**config.mk**
```make
export PLATFORM = sky130hd
export DESIGN_NAME = reliable_udp_ack_tracker_flat
export DESIGN_NICKNAME = d
export VERILOG_FILES = /design/src/rtl/rutrk_pkg.sv /design/src/rtl/rutrk_stream_if.sv /design/src/rtl/rutrk_ack_window.sv /design/src/rtl/rutrk_core.sv /design/src/rtl/rutrk_res_fifo.sv /design/src/rtl/reliable_udp_ack_tracker.sv /design/src/flat_wrapper.sv
export SDC_FILE = /design/constraint.sdc
export NUM_CORES = 2
export LEC_CHECK = 0
export ABC_CLOCK_PERIOD_IN_PS = 20300
export BUFFER_PORTS_ARGS = -buffer_cell sky130_fd_sc_hd__buf_2
export CAP_MARGIN = 20
export CORE_AREA = 2 2 359 361
export DETAILED_ROUTE_END_ITERATION = 6
export DIE_AREA = 0 0 361 363
export PLACE_DENSITY_LB_ADDON = 0.2
export SLEW_MARGIN = 10
export SYNTH_ARGS = -nofsm -noshare
export SYNTH_HDL_FRONTEND = slang
export SYNTH_SLANG_ARGS = --single-unit
```
**constraint.sdc**
```tcl
create_clock -name clk -period 20.3 [get_ports clk]
set_input_delay 2.03 -clock clk [delete_from_list [all_inputs] [get_ports clk]]
set_output_delay 2.03 -clock clk [all_outputs]
set_load 0.03 [all_outputs]
```
**src/rtl/rutrk_pkg.sv**
```systemverilog
// Shared types and codes for the reliable UDP ack tracker.
// No dependencies.
package rutrk_pkg;

	typedef enum logic [1:0] {
		REG_EXP_PROTO     = 2'd0,
		REG_SEND_INTERVAL = 2'd1,
		REG_TIMEOUT       = 2'd2
	} cfg_reg_t;

	localparam logic KIND_SEND       = 1'b0;
	localparam logic KIND_DISCONNECT = 1'b1;

	localparam logic ACTION_TICK   = 1'b0;
	localparam logic ACTION_PACKET = 1'b1;

	localparam int CFG_WIDTH = 32;
	localparam int CFG_INDEX_WIDTH = 2;
	localparam logic [CFG_WIDTH-1:0] SEND_INTERVAL_RST = 32'd1000;
	localparam logic [CFG_WIDTH-1:0] TIMEOUT_RST       = 32'd5000;

	localparam int RES_DEPTH = 4;

	typedef struct packed {
		logic        action;
		logic [31:0] packet_protocol;
		logic [31:0] packet_sequence;
		logic [31:0] sender_address;
		logic [15:0] sender_port;
	} in_item_t;

	typedef struct packed {
		logic        kind;
		logic [31:0] dest_address;
		logic [15:0] dest_port;
		logic [31:0] out_sequence;
		logic [31:0] ack_sequence;
		logic [31:0] ack_mask;
		logic        last;
	} res_item_t;

	// results of one tick, in delivery order
	typedef struct packed {
		logic [1:0] count;
		res_item_t  first;
		res_item_t  second;
	} res_pair_t;

endpackage

```
**src/rtl/rutrk_stream_if.sv**
```systemverilog
// Valid/ready stream interface carrying one payload type.
// Used with the payload structs of rutrk_pkg.
interface rutrk_stream_if #(parameter type T = logic);
	logic valid;
	logic ready;
	T     payload;

	modport source (output valid, output payload, input ready);
	modport sink (input valid, input payload, output ready);
endinterface

```
**src/rtl/rutrk_ack_window.sv**
```systemverilog
// Remote sequence and ack bitfield update for one accepted packet.
// Depends on nothing but its parameter.
module rutrk_ack_window #(
	parameter int ACK_WIDTH = 32
) (
	input  logic [31:0]          remote_seq,
	input  logic [ACK_WIDTH-1:0] ack_field,
	input  logic [31:0]          seq,
	output logic [31:0]          remote_seq_nx,
	output logic [ACK_WIDTH-1:0] ack_field_nx
);
	localparam int SW = $clog2(ACK_WIDTH);

	logic [31:0]          diff;
	logic [31:0]          back;
	logic                 newer;
	logic [ACK_WIDTH-1:0] shifted;
	logic [ACK_WIDTH-1:0] own;

	always_comb begin
		newer = seq > remote_seq;
		diff = seq - remote_seq;
		if (!newer) begin
			shifted = ack_field;
			remote_seq_nx = remote_seq;
		end else begin
			remote_seq_nx = seq;
			if (diff >= 32'(ACK_WIDTH))
				shifted = '0;
			else
				shifted = ack_field << diff[SW-1:0];
		end
		back = remote_seq_nx - seq;
		if (back < 32'(ACK_WIDTH))
			own = ACK_WIDTH'(1) << back[SW-1:0];
		else
			own = '0;
		ack_field_nx = shifted | own;
	end
endmodule

```
**src/rtl/rutrk_core.sv**
```systemverilog
// Connection state, timers and per-tick result generation.
// Depends on rutrk_pkg and rutrk_ack_window.
module rutrk_core
	import rutrk_pkg::*;
#(
	parameter int ACK_WIDTH = 32,
	parameter int TIMER_WIDTH = 32
) (
	input  logic                 clk,
	input  logic                 arst_n,
	input  logic                 en,
	input  in_item_t             item,
	input  logic [CFG_WIDTH-1:0] exp_proto,
	input  logic [CFG_WIDTH-1:0] send_interval,
	input  logic [CFG_WIDTH-1:0] timeout_ticks,
	output res_pair_t            results
);
	localparam int CW = (TIMER_WIDTH > CFG_WIDTH) ? TIMER_WIDTH : CFG_WIDTH;
	localparam int MW = (ACK_WIDTH > 32) ? ACK_WIDTH : 32;

	logic                   connected_q, connected_nx;
	logic [31:0]            client_addr_q, client_addr_nx;
	logic [15:0]            client_port_q, client_port_nx;
	logic [31:0]            local_seq_q, local_seq_nx;
	logic [31:0]            remote_seq_q, remote_seq_nx;
	logic [ACK_WIDTH-1:0]   ack_q, ack_nx;
	logic [TIMER_WIDTH-1:0] since_sent_q, since_sent_nx;
	logic [TIMER_WIDTH-1:0] since_recv_q, since_recv_nx;

	logic [31:0]          win_remote;
	logic [ACK_WIDTH-1:0] win_ack;
	logic                 match;
	logic                 do_send;
	logic                 do_disc;
	logic [MW-1:0]        ack_ext;
	res_item_t            send_res;
	res_item_t            disc_res;

	rutrk_ack_window #(.ACK_WIDTH(ACK_WIDTH)) u_win (
		.remote_seq   (remote_seq_q),
		.ack_field    (ack_q),
		.seq          (item.packet_sequence),
		.remote_seq_nx(win_remote),
		.ack_field_nx (win_ack)
	);

	always_comb begin
		since_sent_nx = (since_sent_q == '1) ? since_sent_q : since_sent_q + 1'b1;
		since_recv_nx = (since_recv_q == '1) ? since_recv_q : since_recv_q + 1'b1;
		connected_nx = connected_q;
		client_addr_nx = client_addr_q;
		client_port_nx = client_port_q;
		local_seq_nx = local_seq_q;
		remote_seq_nx = remote_seq_q;
		ack_nx = ack_q;

		match = (item.action == ACTION_PACKET) && (item.packet_protocol == exp_proto);
		if (match) begin
			since_recv_nx = '0;
			if (connected_q) begin
				remote_seq_nx = win_remote;
				ack_nx = win_ack;
			end else begin
				connected_nx = 1'b1;
				client_addr_nx = item.sender_address;
				client_port_nx = item.sender_port;
				remote_seq_nx = '0;
				ack_nx = '0;
			end
		end

		do_send = connected_nx && (CW'(since_sent_nx) > CW'(send_interval));
		do_disc = connected_nx && (CW'(since_recv_nx) > CW'(timeout_ticks));

		ack_ext = MW'(ack_nx);
		send_res.kind = KIND_SEND;
		send_res.dest_address = client_addr_nx;
		send_res.dest_port = client_port_nx;
		send_res.out_sequence = local_seq_q;
		send_res.ack_sequence = remote_seq_nx;
		send_res.ack_mask = ack_ext[31:0];
		send_res.last = !do_disc;

		disc_res.kind = KIND_DISCONNECT;
		disc_res.dest_address = client_addr_nx;
		disc_res.dest_port = client_port_nx;
		disc_res.out_sequence = '0;
		disc_res.ack_sequence = '0;
		disc_res.ack_mask = '0;
		disc_res.last = 1'b1;

		if (do_send) begin
			local_seq_nx = local_seq_q + 32'd1;
			since_sent_nx = '0;
		end
		if (do_disc)
			connected_nx = 1'b0;

		results.count = 2'(do_send) + 2'(do_disc);
		results.first = do_send ? send_res : disc_res;
		results.second = disc_res;
		if (!en)
			results.count = '0;
	end

	always_ff @(posedge clk or negedge arst_n) begin
		if (!arst_n) begin
			connected_q <= 1'b0;
			client_addr_q <= '0;
			client_port_q <= '0;
			local_seq_q <= '0;
			remote_seq_q <= '0;
			ack_q <= '0;
			since_sent_q <= '0;
			since_recv_q <= '0;
		end else if (en) begin
			connected_q <= connected_nx;
			client_addr_q <= client_addr_nx;
			client_port_q <= client_port_nx;
			local_seq_q <= local_seq_nx;
			remote_seq_q <= remote_seq_nx;
			ack_q <= ack_nx;
			since_sent_q <= since_sent_nx;
			since_recv_q <= since_recv_nx;
		end
	end
endmodule

```
**src/rtl/rutrk_res_fifo.sv**
```systemverilog
// Result queue: takes up to two results per cycle, delivers one per cycle while the result channel is ready.
// Depends on rutrk_pkg and rutrk_stream_if.
module rutrk_res_fifo
	import rutrk_pkg::*;
(
	input  logic      clk,
	input  logic      arst_n,
	input  res_pair_t push,
	output logic      room,
	rutrk_stream_if.source result
);
	localparam int PW = $clog2(RES_DEPTH);
	localparam int CNTW = $clog2(RES_DEPTH + 1);

	res_item_t       mem [RES_DEPTH];
	logic [PW-1:0]   wr_ptr_q;
	logic [PW-1:0]   rd_ptr_q;
	logic [CNTW-1:0] count_q;
	logic            pop;

	assign pop = result.valid && result.ready;
	assign result.valid = count_q != '0;
	assign result.payload = mem[rd_ptr_q];
	assign room = count_q <= CNTW'(RES_DEPTH - 2);

	always_ff @(posedge clk) begin
		if (push.count != 2'd0)
			mem[wr_ptr_q] <= push.first;
		if (push.count == 2'd2)
			mem[wr_ptr_q + 1'b1] <= push.second;
	end

	always_ff @(posedge clk or negedge arst_n) begin
		if (!arst_n) begin
			wr_ptr_q <= '0;
			rd_ptr_q <= '0;
			count_q <= '0;
		end else begin
			wr_ptr_q <= wr_ptr_q + PW'(push.count);
			if (pop)
				rd_ptr_q <= rd_ptr_q + 1'b1;
			count_q <= count_q + CNTW'(push.count) - CNTW'(pop);
		end
	end
endmodule

```
**src/rtl/reliable_udp_ack_tracker.sv**
```systemverilog
// Reliable UDP ack tracker: one tick per request; each tick may emit a send
// command, a disconnect, or both, and a send comes first. A tick is accepted every
// cycle while no more than two results wait in the four-entry result queue. The tick
// is held in the input register and its results are written to the result queue, then
// leave one per cycle while the result channel is ready; rutrk_core updates per tick.
module reliable_udp_ack_tracker
	import rutrk_pkg::*;
#(
	parameter int ACK_WIDTH = 32,
	parameter int TIMER_WIDTH = 32
) (
	input  logic                       clk,
	input  logic                       arst_n,
	input  logic                       cfg_wr_en,
	input  logic [CFG_INDEX_WIDTH-1:0] cfg_index,
	input  logic [CFG_WIDTH-1:0]       cfg_data,
	rutrk_stream_if.sink               item,
	rutrk_stream_if.source             result
);
	logic [CFG_WIDTH-1:0] exp_proto_q;
	logic [CFG_WIDTH-1:0] send_interval_q;
	logic [CFG_WIDTH-1:0] timeout_q;

	logic      valid_s1;
	in_item_t  item_s1;
	logic      room;
	logic      adv;
	res_pair_t results;

	always_ff @(posedge clk or negedge arst_n) begin
		if (!arst_n) begin
			exp_proto_q <= '0;
			send_interval_q <= SEND_INTERVAL_RST;
			timeout_q <= TIMEOUT_RST;
		end else if (cfg_wr_en) begin
			unique case (cfg_index)
				REG_EXP_PROTO: exp_proto_q <= cfg_data;
				REG_SEND_INTERVAL: send_interval_q <= cfg_data;
				REG_TIMEOUT: timeout_q <= cfg_data;
				default: ;
			endcase
		end
	end

	assign adv = valid_s1 && room;
	assign item.ready = !valid_s1 || adv;

	always_ff @(posedge clk or negedge arst_n) begin
		if (!arst_n)
			valid_s1 <= 1'b0;
		else if (item.ready)
			valid_s1 <= item.valid;
	end

	always_ff @(posedge clk) begin
		if (item.valid && item.ready)
			item_s1 <= item.payload;
	end

	rutrk_core #(.ACK_WIDTH(ACK_WIDTH), .TIMER_WIDTH(TIMER_WIDTH)) u_core (
		.clk          (clk),
		.arst_n       (arst_n),
		.en           (adv),
		.item         (item_s1),
		.exp_proto    (exp_proto_q),
		.send_interval(send_interval_q),
		.timeout_ticks(timeout_q),
		.results      (results)
	);

	rutrk_res_fifo u_fifo (
		.clk   (clk),
		.arst_n(arst_n),
		.push  (results),
		.room  (room),
		.result(result)
	);
endmodule

```
**src/flat_wrapper.sv**
```systemverilog
// flat-port wrapper written by rule: the top's interface ports become plain ports
module reliable_udp_ack_tracker_flat import rutrk_pkg::*;
#(
	parameter int ACK_WIDTH = 32,
	parameter int TIMER_WIDTH = 32
)
  (clk, arst_n, cfg_wr_en, cfg_index, cfg_data, item_valid, item_payload, item_ready, result_valid, result_payload, result_ready);
  rutrk_stream_if #(.T(in_item_t)) item_i ();
  rutrk_stream_if #(.T(res_item_t)) result_i ();
  input  logic clk;
  input  logic arst_n;
  input  logic cfg_wr_en;
  input  logic [CFG_INDEX_WIDTH-1:0] cfg_index;
  input  logic [CFG_WIDTH-1:0] cfg_data;
  input wire logic [$bits(item_i.valid)-1:0] item_valid;
  input wire logic [$bits(item_i.payload)-1:0] item_payload;
  output wire logic [$bits(item_i.ready)-1:0] item_ready;
  output wire logic [$bits(result_i.valid)-1:0] result_valid;
  output wire logic [$bits(result_i.payload)-1:0] result_payload;
  input wire logic [$bits(result_i.ready)-1:0] result_ready;
  assign item_i.valid = item_valid;
  assign item_i.payload = item_payload;
  assign item_ready = item_i.ready;
  assign result_valid = result_i.valid;
  assign result_payload = result_i.payload;
  assign result_i.ready = result_ready;
  reliable_udp_ack_tracker #(.ACK_WIDTH(ACK_WIDTH), .TIMER_WIDTH(TIMER_WIDTH)) u_core (.clk(clk), .arst_n(arst_n), .cfg_wr_en(cfg_wr_en), .cfg_index(cfg_index), .cfg_data(cfg_data), .item(item_i), .result(result_i));
endmodule
```
# Yosys cells after proc, flatten, opt, wreduce, memory -nomap -nowiden
# Memories as Yosys holds them, arrays and structs flattened.
# Index checks and enable logic that the tools add are counted.
[classes]
addsub = 11
multipliers = 0
div = 0
n_lt_le_gt_ge = 6
n_eq_ne = 6
n_shift = 2
n_mux = 24
bitwise = 1
n_reduce_logical = 16
[ops]
columns = ["op", "n"]
rows = [
  ["$mux W32", 14],
  ["$mux W146", 1],
  ["$add A32 B1 Y32 const B", 3],
  ["$gt A32 B32 Y1", 3],
  ["$eq A32 B32 Y1 const B", 2],
  ["$sub A32 B32 Y32", 2],
  ["$eq A32 B32 Y1", 1],
  ["$ge A32 B6 Y1 const B", 1],
  ["$lt A32 B6 Y1 const B", 1],
  ["$mux W16", 2],
  ["$or A32 B32 Y32", 1],
  ["$shl A1 B5 Y32 const A", 1],
  ["$shl A32 B5 Y32", 1],
  ["$reduce_and A2 Y1", 4],
  ["$logic_and A1 B1 Y1", 6],
  ["$mux W1", 6],
  ["$add A2 B1 Y2 const B", 2],
  ["$eq A2 B2 Y1 const B", 2],
  ["$add A3 B2 Y3", 1],
  ["$le A3 B2 Y1 const B", 1],
  ["$reduce_bool A3 Y1", 1],
  ["$sub A3 B1 Y3", 1],
  ["$add A1 B1 Y2", 1],
  ["$add A2 B2 Y2", 1],
  ["other kinds (6)", 7],
]
[totals]
reg_bits = 426
latchBits = 0
ramBits = 584
mem_bits_ro = 0
input_bits = 152
output_inout_bits = 148
wordCells = 87
mem_count = 1
[mem_list]
columns = ["memory", "words", "width", "rd", "rd_clocked_by_memory_dff", "wr", "line", "text"]
rows = [
  ["u_core.u_fifo.mem", 4, 146, 1, 0, 2, "rutrk_res_fifo.sv:15", "res_item_t mem [RES_DEPTH];"],
]

# Longest topological paths before layout
[depth]
word_depth = 10
ltp_mapped = 32
ltp_nobuf = 29

# Modules after synthesis
# A second synthesis with hierarchy kept.
[unflattened]
cells_unflattened = 4673
hier_area_um2 = 58329.7
[by_module_without_submodules]
columns = ["module", "n_inst", "cells_each", "area_each_um2", "seq_area_each_um2"]
rows = [
  ["rutrk_res_fifo", 1, 1455, 29200.5, 17712.0],
  ["rutrk_core", 1, 1775, 14970.6, 5230.0],
  ["reliable_udp_ack_tracker", 1, 322, 7083.0, 5834.3],
  ["rutrk_ack_window", 1, 1121, 7075.5, 0.0],
]

# Worst setup path after synthesis
# Ideal clock, no wire load.
[synth_path]
path_kind = "register to register"
startpoint = "reg u_core.exp_proto_q[20]"
endpoint = "mem u_core.u_fifo.mem[1][100] in the netlist's numbering (enable)"
setup_ns = 0.404
arrival_time_ns = 6.728
required_time_ns = 19.896
slack_ns = 13.169
path_stages_with_launch = 29
n_path_buf = 6
period_less_slack_ns = 7.131
path_cell_list = "dfrtp_1 > xnor2_1 > nor4bb_1 > and4_1 > nand4b_1 > nor4_1 > clkbuf_1 > buf_2 > buf_1 > buf_1 > nor2_1 > ha_1 > a21o_1 > a21o_1 > a21o_1 > a21o_1 > a21o_1 > a21o_1 > a21oi_1 > or3_1 > nand3_1 > and3_1 > ha_1 > nand2b_1 > a21oi_1 > nand2b_1 > clkbuf_1 > clkbuf_1 > inv_1"
[synth_rtl]
columns = ["item", "line", "text"]
rows = [
  ["start: declaration", "reliable_udp_ack_tracker.sv:20", "logic [CFG_WIDTH-1:0] exp_proto_q;"],
  ["start signal: assignment", "reliable_udp_ack_tracker.sv:37", "REG_EXP_PROTO: exp_proto_q <= cfg_data;"],
  ["end: declaration", "rutrk_res_fifo.sv:15", ""],
]

==> results.ini <==
[clock_network]
h-tree-depth=3
cts.path.max_buffers=3
cts_resized=0
cts_tree=yes
clk_pin_slew_ns=0.06
post_cts_buffers=0
root_buffer=clkbuf_16
cts_num_sinks=1010
clk_latency_ns=0.75
holdBufCountCts=0
numCtsBuffers=109

[critical_path]
crit_chain=ha_1 -> nand2_1 -> nor4_1 -> o211ai_1 -> nor3_1 -> and3_1 -> nand3_1 -> xnor2_1 -> ha_1 -> nand4_1 -> nor4_1 -> nand3_1 -> nand3_4 -> inv_1 -> ha_1 -> nor2_1 -> nor3_1 -> o21ai_4 -> buf_4 -> buf_4 -> inv_2 -> buf_4
worstSetupStartpointType=flip-flop
path_class=flip-flop to flip-flop
worstPathRequired_ns=20.68
slowest_stage=buf_4
end_kind=flip-flop
reg2reg_slack_ns=11.96
cp_max_fo=80
arrival_ns=8.72
max_stage_delay_ns=0.87

[final_layout]
area_growth_pct=13.0
reg_top3=u_core.u_fifo.mem: 584 flops, u_core.item_s1: 113 flops
instances_no_fill=6621
mostFrequentLayoutCells=nand2_1 (467), dfxtp_1 (392), nor2_1 (365), edfxtp_1 (305), dfrtp_1 (300)
final_common_cell=nand2_1
fin_util_pct=45.1
largest_register_ffs=584
fill_cells=11900
top_register=u_core.u_fifo.mem
drive_above_1_share_pct=18.7
nNetsFinal=5149

[yosys]
synth_area_per_cell_sq_um=10.6
syn_nets=5053
ys_seq_area_share_pct=49.0
yosys_warnings=0
synth-edff-count=305
synth-seq-cells=1010
yosys.area.top_type=edfxtp_1
yosysTopAreaCellShare_pct=18.1
synthTopCellsByArea=edfxtp_1 (18%), dfxtp_1 (15%), dfrtp_1 (15%), mux4_2 (7.3%), nand2_1 (3.5%)
synthArstFlopShare_pct=31.0
synthFlopType=dfxtp_1
netlist_area_sq_um=50700
synthCells=4763
yosys.cell_types.count=90

[place]
post-place-cells=6408
numPortBuffers=299
place.gp.congestion=0.926
hpwl_um=99000

[global_routing]
grt_pass1_vias=38800
grt_max_degree=147
antenna_found_initial=6
grt-ovfl-total=0
grt_pass1_wl_um=236000
grt_util_all_layers_pct=23.0

[status]
failed_checks=DRC
status=finished, violations left

[timing]
maxSlewHeadroom_pct=21.6
rsz0062_at_grt=false
hold_violations=0
tns_ns=0
clock.fmax_ghz=0.120
fin_skew_ns=0.0709
fin_crit_sh_pct=41.1
worst_pin_slew_ns=1.18
setup_viol=0
fin_crit_ns=8.34
slew_viol_final=0

[detailed_routing]
via_per_inst=5.90
first_iter_violations=4233
firstDrtPassIters=7
drt-total-wl_um=153000
drc=1
wl_per_cell_um=23.2
ant_nets=0
num_vias=39100

[die]
num_io_pins=300
coreArea_sq_um=127000
start_util_pct=39.9
die_h_um=363
rows=131
die_w_um=361
die_area_sq_um=131000

[run]
max-cap-violations=0

[power_and_ir_drop]
ir_worst_vdd_v=0.0000974
power.density_nw_per_um2=101
p_leak_nw=20.9

[worst_hold_path]
hp-class=flip-flop to flip-flop

## worst max-delay path: cells and delay by family (launching register included)
kind                       cells  cell delay [ns]
adders and majority gates      3             0.98
xor gates and xnor gates       1             0.16
DFF                            1             0.43
and+or+nand+nor               11             3.35
AOI/OAI and AO/OA              2             0.48
buffers and inverters          5             2.46
## cell type report
cell class              count  area [sq um]  share of cell area [%]
well taps                1662          2080                    3.63
repair buffers            369          2080                    3.63
multi-input cells        3198         23900                    41.8
flip-flops and latches   1010         24900                    43.4
inverters                 171           642                    1.12
diodes                      3          7.51                  0.0131
clock inverters            42           498                   0.869
clock buffers             166          3180                    5.56
## final timing paths
kind                                                from                        endpoint  cells past startpoint
setup / recovery           u_core.u_core.since_sent_q[0]       u_core.u_fifo.mem[0][128]                     22
setup reg to reg           u_core.u_core.since_sent_q[0]       u_core.u_fifo.mem[0][128]                     22
hold / removal                  u_core.u_fifo.mem[1][40]        u_core.u_fifo.mem[1][40]                      2
max in group asynchronous                         arst_n       u_core.u_fifo.rd_ptr_q[0]                      3
min in group asynchronous                         arst_n  u_core.u_core.remote_seq_q[11]                      1
hold reg to reg                 u_core.u_fifo.mem[1][40]        u_core.u_fifo.mem[1][40]                      2
## layer usage
layer | global-route usage, % | wire [um] | up-vias
li1 | - | - | 18000
met4 | 6.86 | 4090 | 4
met2 | 37.5 | 71600 | 1328
met1 | 31.5 | 67700 | 19400
met5 | 0 | 19 | -
met3 | 3.72 | 9870 | 234
## stage by stage
step	worst slack (ns)	hold slack, ns	power (mW)	instance area [sq um]
2_1_floorplan	13.17	0.420	3.34	50700
3_3_place_gp	12.01	0.428	3.76	53600
3_5_place_dp	12.01	0.434	3.78	53600
4_1_cts	11.92	0.447	5.81	57200
5_1_grt	11.34	0.463	6.04	57300
6_report	11.96	0.447	5.77	57300
## cells by family (layout without fill, tap and decap cells)
group                      Yosys count  count (layout)  synth area share, %
muxes                              385             385                 12.0
xor gates and xnor gates           164             164                 2.83
other                                0               3                    0
and+or+nand+nor                   1244            1244                 11.3
adders and majority gates          138             138                 3.45
buffers and inverters              555             748                 4.19
DFF                               1010            1010                 49.0
AOI/OAI and AO/OA                 1267            1267                 17.2
## Yosys cell counts, drive strengths merged, types with 16 or more instances
master / number
xnor2: 77
a21oi: 145
nand2b: 17
a222oi: 128
and2: 18
mux2: 133
a211oi: 16
dfrtp: 302
nand4: 63
and3: 35
a22oi: 44
ha: 135
nor2: 371
edfxtp: 305
inv: 171
mux4: 164
a31oi: 22
o31ai: 159
o211ai: 28
nor4: 50
a22o: 132
dfxtp: 392
o21ai: 425
mux2i: 88
nand2: 471
xor2: 87
nand3: 88
buf: 63
clkbuf: 321
o21a: 22
a21o: 63
nor3: 55
## power breakdown
part	internal (mW)	switching, mW	total [mW]
Clock	1.16	0.862	2.03
Combinational	0.497	0.923	1.42
Sequential	2.21	0.116	2.32
Total	3.87	1.90	5.77
Note: power is estimated with default switching activity, not from simulation.
